===== src/ihc_pkg.sv =====
// ----------------------------------------------------------------------------
// IPv4 header check package
// Shared types and constants for the IPv4 header check block.
// ----------------------------------------------------------------------------
package ihc_pkg;

  localparam int LOCAL_ADDR_COUNT = 4;
  localparam int NUM_ADDR_REGS    = 4;
  localparam int CFG_INDEX_W      = 3;
  localparam int CFG_DATA_W       = 32;

  localparam logic [3:0]  IPV4_VERSION   = 4'd4;
  localparam logic [3:0]  MIN_HEADER_LEN = 4'd5;
  localparam logic [15:0] SUM_ALL_ONES   = 16'hFFFF;
  localparam logic [7:0]  PROTO_ICMP     = 8'd1;

  localparam logic [4:0] WORD_TTL_PROTO = 5'd4;
  localparam logic [4:0] WORD_DEST_HIGH = 5'd8;
  localparam logic [4:0] WORD_DEST_LOW  = 5'd9;

  typedef enum logic [CFG_INDEX_W-1:0] {
    REG_LOCAL_ADDR_A = 3'd0,
    REG_LOCAL_ADDR_B = 3'd1,
    REG_LOCAL_ADDR_C = 3'd2,
    REG_LOCAL_ADDR_D = 3'd3
  } reg_index_t;

  typedef enum logic [2:0] {
    VERDICT_ACCEPT       = 3'd0,
    VERDICT_BAD_VERSION  = 3'd1,
    VERDICT_SHORT_HEADER = 3'd2,
    VERDICT_TTL_ZERO     = 3'd3,
    VERDICT_BAD_CHECKSUM = 3'd4,
    VERDICT_NOT_LOCAL    = 3'd5
  } verdict_t;

  typedef struct packed {
    logic [15:0] header_word;
    logic        first_word;
  } hdr_in_t;

  typedef struct packed {
    verdict_t    verdict;
    logic [7:0]  protocol;
    logic        is_icmp;
  } hdr_out_t;

endpackage


===== src/ipv4_header_check.sv =====
// ----------------------------------------------------------------------------
// IPv4 header check
// Validates IPv4 headers that arrive as 16-bit words and reports a verdict.
// ----------------------------------------------------------------------------
// The input channel takes one header word per cycle in network order while
// in_ready is high, with first_word set on the word that opens a header. A
// bad version or short header length gives a verdict for the first word
// itself; otherwise the verdict, protocol and ICMP flag come with the
// header's last word. Words that arrive while no header is open are dropped
// without a result. A word is taken in a cycle in which it is offered while
// in_ready is high, and its verdict, if any, is registered into the result
// buffer, whose head register drives the output.
// Results pass through a two-entry buffer, so input keeps flowing while one
// verdict waits; the input stalls only when both entries are held.
// The user must write the local addresses through the configuration port
// while the block is idle; the block does not enforce it. Reset clears all
// state, buffer and addresses, leaving the block idle for a first word.
// ----------------------------------------------------------------------------
module ipv4_header_check (
  input  logic                               clk,
  input  logic                               rst,
  input  logic                               in_valid,
  output logic                               in_ready,
  input  ihc_pkg::hdr_in_t                   in_word,
  output logic                               out_valid,
  input  logic                               out_ready,
  output ihc_pkg::hdr_out_t                  out_word,
  input  logic                               cfg_write,
  input  logic [ihc_pkg::CFG_INDEX_W-1:0]    cfg_index,
  input  logic [ihc_pkg::CFG_DATA_W-1:0]     cfg_data
);

  logic [31:0] local_addr [ihc_pkg::NUM_ADDR_REGS];

  logic [4:0]  word_index;
  logic [4:0]  header_words;
  logic [15:0] running_sum;
  logic        ttl_was_zero;
  logic [7:0]  protocol_seen;
  logic [15:0] dest_high;
  logic        header_active;
  logic        dest_match;

  logic [4:0]  word_index_next;
  logic [4:0]  header_words_next;
  logic [15:0] running_sum_next;
  logic        ttl_was_zero_next;
  logic [7:0]  protocol_seen_next;
  logic [15:0] dest_high_next;
  logic        header_active_next;
  logic        dest_match_next;

  logic              accept;
  logic              buf_full;
  logic              res_valid;
  ihc_pkg::hdr_out_t res_word;
  logic [16:0]       sum_wide;
  logic [15:0]       sum_fold;
  logic              addr_hit;
  logic [5:0]        idx_inc;
  logic [3:0]        version;
  logic [3:0]        ihl;

  assign in_ready = !buf_full;
  assign accept   = in_valid && in_ready;
  assign version  = in_word.header_word[15:12];
  assign ihl      = in_word.header_word[11:8];
  assign sum_wide = {1'b0, running_sum} + {1'b0, in_word.header_word};
  assign sum_fold = sum_wide[15:0] + {15'd0, sum_wide[16]};
  assign idx_inc  = {1'b0, word_index} + 6'd1;

  always_comb begin
    addr_hit = 1'b0;
    for (int i = 0; i < ihc_pkg::LOCAL_ADDR_COUNT; i++) begin
      if (local_addr[i] == {dest_high, in_word.header_word}) begin
        addr_hit = 1'b1;
      end
    end
  end

  always_comb begin
    word_index_next    = word_index;
    header_words_next  = header_words;
    running_sum_next   = running_sum;
    ttl_was_zero_next  = ttl_was_zero;
    protocol_seen_next = protocol_seen;
    dest_high_next     = dest_high;
    header_active_next = header_active;
    dest_match_next    = dest_match;
    res_valid          = 1'b0;
    res_word.verdict   = ihc_pkg::VERDICT_ACCEPT;
    res_word.protocol  = 8'd0;
    res_word.is_icmp   = 1'b0;

    if (in_word.first_word) begin
      header_active_next = 1'b0;
      if (version != ihc_pkg::IPV4_VERSION) begin
        res_valid        = 1'b1;
        res_word.verdict = ihc_pkg::VERDICT_BAD_VERSION;
      end else if (ihl < ihc_pkg::MIN_HEADER_LEN) begin
        res_valid        = 1'b1;
        res_word.verdict = ihc_pkg::VERDICT_SHORT_HEADER;
      end else begin
        header_words_next  = {ihl, 1'b0};
        running_sum_next   = in_word.header_word;
        word_index_next    = 5'd1;
        ttl_was_zero_next  = 1'b0;
        protocol_seen_next = 8'd0;
        dest_high_next     = 16'd0;
        dest_match_next    = 1'b0;
        header_active_next = 1'b1;
      end
    end else if (header_active) begin
      running_sum_next = sum_fold;
      if (word_index == ihc_pkg::WORD_TTL_PROTO) begin
        ttl_was_zero_next  = (in_word.header_word[15:8] == 8'd0);
        protocol_seen_next = in_word.header_word[7:0];
      end else if (word_index == ihc_pkg::WORD_DEST_HIGH) begin
        dest_high_next = in_word.header_word;
      end else if (word_index == ihc_pkg::WORD_DEST_LOW) begin
        dest_match_next = addr_hit;
      end

      if (idx_inc < {1'b0, header_words}) begin
        word_index_next = idx_inc[4:0];
      end else begin
        header_active_next = 1'b0;
        res_valid          = 1'b1;
        res_word.protocol  = protocol_seen_next;
        if (ttl_was_zero_next) begin
          res_word.verdict = ihc_pkg::VERDICT_TTL_ZERO;
        end else if (running_sum_next != ihc_pkg::SUM_ALL_ONES) begin
          res_word.verdict = ihc_pkg::VERDICT_BAD_CHECKSUM;
        end else if (!dest_match_next) begin
          res_word.verdict = ihc_pkg::VERDICT_NOT_LOCAL;
        end else begin
          res_word.verdict = ihc_pkg::VERDICT_ACCEPT;
          res_word.is_icmp = (protocol_seen_next == ihc_pkg::PROTO_ICMP);
        end
      end
    end
  end

  always_ff @(posedge clk) begin
    if (rst) begin
      word_index    <= 5'd0;
      header_words  <= 5'd0;
      running_sum   <= 16'd0;
      ttl_was_zero  <= 1'b0;
      protocol_seen <= 8'd0;
      dest_high     <= 16'd0;
      header_active <= 1'b0;
      dest_match    <= 1'b0;
    end else if (accept) begin
      word_index    <= word_index_next;
      header_words  <= header_words_next;
      running_sum   <= running_sum_next;
      ttl_was_zero  <= ttl_was_zero_next;
      protocol_seen <= protocol_seen_next;
      dest_high     <= dest_high_next;
      header_active <= header_active_next;
      dest_match    <= dest_match_next;
    end
  end

  always_ff @(posedge clk) begin
    if (rst) begin
      for (int i = 0; i < ihc_pkg::NUM_ADDR_REGS; i++) begin
        local_addr[i] <= 32'd0;
      end
    end else if (cfg_write) begin
      case (cfg_index)
        ihc_pkg::REG_LOCAL_ADDR_A: local_addr[0] <= cfg_data;
        ihc_pkg::REG_LOCAL_ADDR_B: local_addr[1] <= cfg_data;
        ihc_pkg::REG_LOCAL_ADDR_C: local_addr[2] <= cfg_data;
        ihc_pkg::REG_LOCAL_ADDR_D: local_addr[3] <= cfg_data;
        default: ;
      endcase
    end
  end

  ihc_out_buf u_out_buf (
    .clk       (clk),
    .rst       (rst),
    .push      (accept && res_valid),
    .push_word (res_word),
    .full      (buf_full),
    .out_valid (out_valid),
    .out_ready (out_ready),
    .out_word  (out_word)
  );

`ifndef ASSERT_OFF
  a_index_in_range: assert property (@(posedge clk) disable iff (rst)
    header_active |-> (word_index < header_words))
    else $error("word index ran past the header length");

  a_len_min: assert property (@(posedge clk) disable iff (rst)
    header_active |-> (header_words >= {ihc_pkg::MIN_HEADER_LEN, 1'b0}))
    else $error("open header shorter than the minimum length");

  a_icmp_only_accept: assert property (@(posedge clk) disable iff (rst)
    (out_valid && out_word.is_icmp) |->
      (out_word.verdict == ihc_pkg::VERDICT_ACCEPT &&
       out_word.protocol == ihc_pkg::PROTO_ICMP))
    else $error("ICMP flag on a word that is not an accepted ICMP header");

  a_bad_first_closes: assert property (@(posedge clk) disable iff (rst)
    (accept && in_word.first_word && version != ihc_pkg::IPV4_VERSION) |=>
      (!header_active && out_valid))
    else $error("bad version did not close the header with a verdict");

  a_stall_means_held: assert property (@(posedge clk) disable iff (rst)
    !in_ready |-> out_valid)
    else $error("input stalled with no verdict pending");
`endif

endmodule


===== src/ihc_out_buf.sv =====
// ----------------------------------------------------------------------------
// IPv4 header check result buffer
// Two-entry output buffer: an output register and a skid register.
// ----------------------------------------------------------------------------
module ihc_out_buf (
  input  logic              clk,
  input  logic              rst,
  input  logic              push,
  input  ihc_pkg::hdr_out_t push_word,
  output logic              full,
  output logic              out_valid,
  input  logic              out_ready,
  output ihc_pkg::hdr_out_t out_word
);

  logic              head_valid;
  logic              skid_valid;
  ihc_pkg::hdr_out_t head;
  ihc_pkg::hdr_out_t skid;
  logic              pop;

  assign pop       = head_valid && out_ready;
  assign full      = skid_valid;
  assign out_valid = head_valid;
  assign out_word  = head;

  always_ff @(posedge clk) begin
    if (rst) begin
      head_valid <= 1'b0;
      skid_valid <= 1'b0;
    end else if (pop) begin
      if (skid_valid) begin
        head       <= skid;
        skid_valid <= push;
        skid       <= push_word;
      end else begin
        head_valid <= push;
        head       <= push_word;
      end
    end else if (push) begin
      if (!head_valid) begin
        head_valid <= 1'b1;
        head       <= push_word;
      end else begin
        skid_valid <= 1'b1;
        skid       <= push_word;
      end
    end
  end

endmodule

===== config.mk =====
export PLATFORM = sky130hd
export DESIGN_NAME = ipv4_header_check
export DESIGN_NICKNAME = d
export VERILOG_FILES = /design/src/ihc_pkg.sv /design/src/ipv4_header_check.sv /design/src/ihc_out_buf.sv
export SDC_FILE = /design/constraint.sdc
export NUM_CORES = 1
export LEC_CHECK = 0
export CORE_MARGIN = 5
export CORE_UTILIZATION = 60
export CTS_BUF_LIST = sky130_fd_sc_hd__clkbuf_4
export CTS_CLUSTER_DIAMETER = 120
export DETAILED_ROUTE_END_ITERATION = 12
export DONT_BUFFER_PORTS = 1
export PLACE_DENSITY = 0.79
export SLEW_MARGIN = 10
export SYNTH_ARGS = -nofsm -noshare
export SYNTH_HDL_FRONTEND = slang
export SYNTH_SLANG_ARGS = --single-unit

===== constraint.sdc =====
create_clock -name clk -period 4.6 [get_ports clk]
set_input_delay 0.23 -clock clk [delete_from_list [all_inputs] [get_ports clk]]
set_output_delay 0.23 -clock clk [all_outputs]
set_load 0.05 [all_outputs]

After elaboration in Yosys (flattened, before gate mapping)
Memory sizes are Yosys's and may differ from the RTL's.
Cells that the tools add are included.
Storage, ports and cells
  register bits after elaboration: 78
  RAM bits: 128
  bits of input ports: 57
  output and inout port bits: 14
  word-level logic and storage cells: 166
  memories: 1
Memory list
  local_addr: words 4, width 32, read ports 4, clocked after memory_dff 0, wr ports 4, line ipv4_header_check.sv:33  | logic [31:0] local_addr [ihc_pkg::NUM_ADDR_REGS];
Cells by class
  add/sub/neg operators: 3
  magnitude comparators: 2
  eq/ne operators: 19
  muxes and demuxes: 99
  bitwise operators: 7
  reductions and logical operators: 19
Operator list (number)
  two-way mux 16 bit: 10
  equality test 32 bit: 4
  two-way mux 32 bit: 4
  two-way mux 12 bit: 10
  two-way mux 1 bit: 56
  two-way mux 8 bit: 7
  two-way mux 5 bit: 5
  adder 16 x 16 -> 17 bit: 1
  adder 16 x 1 -> 16 bit: 1
  != test 16 bit (second input constant): 1
  two-way mux 3 bit: 4
  AND reduction 4 bit: 3
  equality test 5 x 4 -> 1 bit (second input constant): 2
  != test 2 bit (second input constant): 5
  nonzero test 2 bit: 5
  two-way mux 9 bit: 1
  equality test 8 x 1 -> 1 bit (second input constant): 1
  logical NOT 8 bit: 1
  adder 5 x 1 -> 6 bit (second input constant): 1
  equality test 3 x 2 -> 1 bit (second input constant): 2
  less-than comparator 6 x 5 -> 1 bit: 1
  AND reduction 6 bit: 1
  equality test 5 x 3 -> 1 bit (second input constant): 1
  AND reduction 5 bit: 1
  other kinds (12): 21

Longest topological paths before layout
An unclocked memory read counts as a cell.
  depth in word-level cells: 20
  depth in mapped cells: 21

Hierarchy
From an unflattened synthesis, not the netlist that was laid out.
Second synthesis, totals
  cell total of the unflattened synthesis: 1026
  area, all modules: 11083.1 µm²
Modules (own cells, without submodules)
  ipv4_header_check: times used 1, cells an instance 975, area each 10057.1 µm², sequential area each 4884.7 µm²
  ihc_out_buf: times used 1, cells an instance 51, area each 1026.0 µm², sequential area each 760.7 µm²

Least setup slack after synthesis
Ideal clock, no wire load.
  kind: input to register
  start: in in_word[2] (netlist bit)
  end: reg u_out_buf.skid[11] (netlist bit), data pin
  setup time: 0.255 ns
  data arrival time: 4.092 ns
  required time: 4.345 ns
  slack: 0.253 ns
  stages: 21
  path through: clkbuf_1 -> inv_1 -> fa_1 -> nand2b_1 -> a21o_1 -> a311oi_2 -> nor3_1 -> nor2_1 -> nor2_1 -> nor2_1 -> o21ai_0 -> nand2b_1 -> ha_1 -> ha_1 -> inv_1 -> or3b_1 -> o32a_1 -> a221oi_1 -> o2111a_1 -> nand4_1 -> and3_1
RTL lines
  start: declaration: line ipv4_header_check.sv:24  | input ihc_pkg::hdr_in_t in_word,
  end signal: assignment: line ihc_out_buf.sv:35  | skid <= push_word;
  end signal: assignment: line ihc_out_buf.sv:46  | skid <= push_word;
  end: declaration: line ihc_out_buf.sv:19  | ihc_pkg::hdr_out_t skid;

Worst setup path after layout
  start: reg running_sum[0]
  end: reg u_out_buf.head, in the netlist u_out_buf.out_word[11], data pin
On the way
  longest elaborated chain between the ends: 11
Ends and longest elaborated chain
  start: declaration: line ipv4_header_check.sv:37  | logic [15:0] running_sum;
  start signal: assignment: line ipv4_header_check.sv:157  | running_sum <= running_sum_next;
  adder 16 x 16 -> 17 bit *: line ipv4_header_check.sv:68  | assign sum_wide = {1'b0, running_sum} + {1'b0, in_word.header_word};
  adder 16 x 1 -> 16 bit *: line ipv4_header_check.sv:69  | assign sum_fold = sum_wide[15:0] + {15'd0, sum_wide[16]};
  != test 16 bit *: line ipv4_header_check.sv:132  | end else if (running_sum_next != ihc_pkg::SUM_ALL_ONES) begin
  two-way mux 3 bit *: line ipv4_header_check.sv:132
  two-way mux 3 bit *: line ipv4_header_check.sv:130  | if (ttl_was_zero_next) begin
  two-way mux 12 bit *: line ipv4_header_check.sv:124  | if (idx_inc < {1'b0, header_words}) begin
  two-way mux 12 bit *: line ipv4_header_check.sv:113  | end else if (header_active) begin
  two-way mux 3 bit *: line ipv4_header_check.sv:95  | if (in_word.first_word) begin
  two-way mux 12 bit: line ihc_out_buf.sv:41  | if (!head_valid) begin
  two-way mux 12 bit: line ihc_out_buf.sv:40  | end else if (push) begin
  two-way mux 12 bit *: line ihc_out_buf.sv:31  | end else if (pop) begin
  end signal: assignment: line ihc_out_buf.sv:33  | head <= skid;
  end signal: assignment: line ihc_out_buf.sv:38  | head <= push_word;
  end signal: assignment: line ihc_out_buf.sv:43  | head <= push_word;
  end: declaration: line ihc_out_buf.sv:18  | ihc_pkg::hdr_out_t head;
Mark *: on every way between the ends. The rest lies on a longest branch, timed or not. The select of a mux whose other input is x is not followed.
A chain may end at the register's enable or synchronous reset.

==> summary.txt <==
CTS
  • Insertion delay to the later sink of the worst-skew pair: 0.70 ns
  • CTS max path bufs: 3
  • TritonCTS Sinks: a little over 200
  • CTS tree: built
  • Clock root buffer: clkbuf_4
  • CTS buffer count: 53
  • H-Tree Depth: 2
  • Worst-path clk slew: 0.07 ns

STA
  • Hold WS: 0.0438 ns
  • Setup Viol. Count Final: 0
  • Final setup TNS: 0 ns
  • Clock Skew: 0.0294 ns
  • Minimum clock period: about 4.4 ns
  • Max Clk Rate: 0.225 GHz
  • Final period util: 0.966
  • Final Slew Violations: 0
  • Fin. Hold Viols: 0
  • Worst-Margin Slew: 1.19 ns
  • Max-slew headroom: 0.201

Logic synthesis
  • Yosys warning count: 0
  • Synth unique cells: 70
  • Post-Synthesis Cell Area: 11200 um2
  • Synth Net Count: 1166
  • Mapped Avg Cell Area: 10.4 um2
  • Top_reg_cell synth: edfxtp_1
  • Post-synth EDFFs: 152
  • Synthesized instance count: 1084
  • Ys async rst share: 0
  • Seq/Total Area, Yosys: 0.502
  • #FFs+latches synth: 206

Power and ir drop
  • Overall Power: 4170 uW
  • Peak VDD IR: 0.327 mV
  • Pwr Density: 322 nW/um2
  • Pleak: 0.00459 uW

Layout
  • Final instance area: 12900 um2
  • Filler Cell Count: 1380
  • Final net count: about 1200
  • Layout Cells excl Fill: 1430
  • Area Growth Syn to Fin: 15.1%
  • Most frequent cells in the layout: 152 x edfxtp_1, 148 x xnor2_1, 134 x and2_1
  • Share of cells above drive strength 1: 0.125
  • Most common cell after layout, fill and taps aside: edfxtp_1
  • Register area: 5650 um2
  • Area occupied by multi-input gates: around 5400 um2

Placed design
  • PortBufs: 0
  • Area after DPL: 11400 um2
  • Inst Count DP: approximately 1300
  • RePlAce Congestion: 0.910
  • DP Wirelength: just under 20 mm

Worst setup path
  • Worst setup path end: u_out_buf.out_word[11]
  • Worst Path Arrival: approximately 4.9 ns
  • Crit start category: register
  • Worst-path maximum fanout: 5
  • Crit end category: register
  • Crit Reg-Reg Startpoint: running_sum[0]
  • Critical Path RT: 5.03 ns
  • R2R depth: 21
  • R2R Path End: u_out_buf.out_word[11]
  • R2r setup slk: 0.15 ns
  • Crit path kind: reg2reg
  • Worst Setup SP: running_sum[0]

GRT
  • Vias in the first global route: 8610
  • First-pass GRT wire length: 48.3 mm
  • Total track usage: 0.290
  • Grt ovf: 0
  • Largest net degree at the start of global routing: 56
  • Initial antenna violation count: 2

Route
  • Post-DRT Antenna Nets: 0
  • DR vias/cell: 6.10
  • Detailed-route wire length: 31.4 mm
  • DRT Pass-1 Iters: 7
  • Initial drt markers: 906
  • # DRC: 0
  • Vias post-DR: between 8000 and 9000
  • Wire per inst: 22.0 um

Hold path
  • Hold crit path type: in2reg

Run
  • Maxcap violations: 0

Run status
  • Status: complete, no violations

Die
  • Die H: 147 um
  • Initial Util: 0.605
  • Die X: ~150 um
  • Ports: slightly above 70
  • Cell row count: 50
  • Die area: 21600 um2
  • Core area: approximately 19000 um2
power breakdown:
part	total (uW)	switching (uW)	internal, uW
combinational	392	224	168
clock	1650	764	883
sequential	2130	51.6	2080
cells by family after synthesis:
| family | Yosys count | share of synthesized area |
|---|---|---|
| buffers and inverters | 91 | 0.0318 |
| XOR/XNOR | 153 | 0.119 |
| flip-flops | 206 | 0.502 |
| adder cells (fa/ha/maj) | 25 | 0.0285 |
| multiplexers | 12 | 0.0108 |
| AND/OR/NAND/NOR | 430 | 0.206 |
| AO/OA/AOI/OAI | 167 | 0.101 |
critical path, cell delays in order, from the launching register on:
cell,delay (ns)
dfxtp_2,0.35
ha_4,0.14
inv_1,0.06
fa_2,0.36
nand2b_4,0.16
a21o_1,0.22
a311oi_2,0.31
nor3_1,0.08
nor2_1,0.09
nor2_1,0.05
nor2_1,0.11
o21ai_1,0.08
nand2b_1,0.10
ha_2,0.21
ha_4,0.16
inv_4,0.05
or3b_4,0.37
o32a_1,0.40
a221oi_2,0.25
o2111a_1,0.25
nand4_1,0.15
a22o_1,0.23
metal layers:
metal	vias to the layer above	wire, um	global-route usage	part of all wire
met2	482	15100	0.490	0.48
met3	98	3230	0.0709	0.10
met4	0	1460	0.132	0.047
met5	-	0	0	0
li1	3988	-	-	-
met1	4161	11600	0.354	0.37
state kept, by name, indices dropped and copies added (netlist names):
name	count
local_addr	128
dest_high	16
running_sum	16
u_out_buf.out_word	12
u_out_buf.skid	12
protocol_seen	8
word_index	5
header_words	4
dest_match	1
header_active	1
ttl_was_zero	1
u_out_buf.full	1
u_out_buf.out_valid	1
final cells by class:
type / instances / area share
sequential: 206 / 0.436
multi-input combinational: 787 / 0.415
timing repair buffer: 86 / 0.0651
clock buffer: 84 / 0.0487
tap: 234 / 0.0226
clock inverter: 13 / 0.00628
inverter: 18 / 0.00541
antenna: 2 / 0.000387
worst min-delay path by stage:
| stage | start | to | slack, ns | cells past startpoint |
|---|---|---|---|---|
| 2_1_floorplan | out_ready | u_out_buf.full | 0.33 | 1 |
| 3_3_place_gp | rst | dest_high[15] | 0.32 | 1 |
| 3_5_place_dp | rst | dest_high[15] | 0.32 | 1 |
| 4_1_cts | rst | word_index[0] | 0.003 | 2 |
| 5_1_grt | cfg_index[2] | local_addr[1][11] | 0.06 | 3 |
| 6_report | in_word[8] | u_out_buf.skid[0] | 0.04 | 5 |
cells in the mapped netlist, drive strengths merged (2+ instances only):
cell    number  area (um2)
a21o         8        60.1
or4          3        26.3
nand3       22         115
o211ai       9        67.6
nor2        72         270
a211o        3        26.3
ha          24         300
nand2       86         323
a31oi        6        43.8
nor4        15        93.8
xor2         5        43.8
and3         9        57.6
o21ai       30         158
o41ai        2        17.5
a211oi       5        42.5
nor2b        4        25.0
nor3b        4        30.0
or2          2        12.5
a311o        2        20.0
clkbuf      70         263
o31a         3        27.5
a22oi       27         203
nand2b      19         119
and4         4        36.3
a21oi       51         274
nor3        12        76.3
dfxtp       54        1080
buf          3        27.5
o31ai        4        43.8
inv         18        67.6
nand4       39         244
and2       135         846
mux2i       11         110
xnor2      148        1300
edfxtp     152        4560
o21a         5        37.5
stage by stage:
stage | utilization | setup slack (ns)
3_3_place_gp | 0.614 | 0.242
2_1_floorplan | - | 0.253
6_report | 0.697 | 0.155
3_5_place_dp | 0.614 | 0.131
4_1_cts | 0.691 | 0.107
5_1_grt | 0.697 | -0.0732
what timing repair did:
| action | 4_1_cts | 5_1_grt |
|---|---|---|
| endpoints found under the setup margin | 0 | 6 |
| hold buffers | 68 | 0 |
| buffers inserted | 0 | 5 |
| endpoints found under the hold margin | 237 | 0 |
| gates resized for setup | 0 | 17 |
Power figures use the tool's default switching activity.
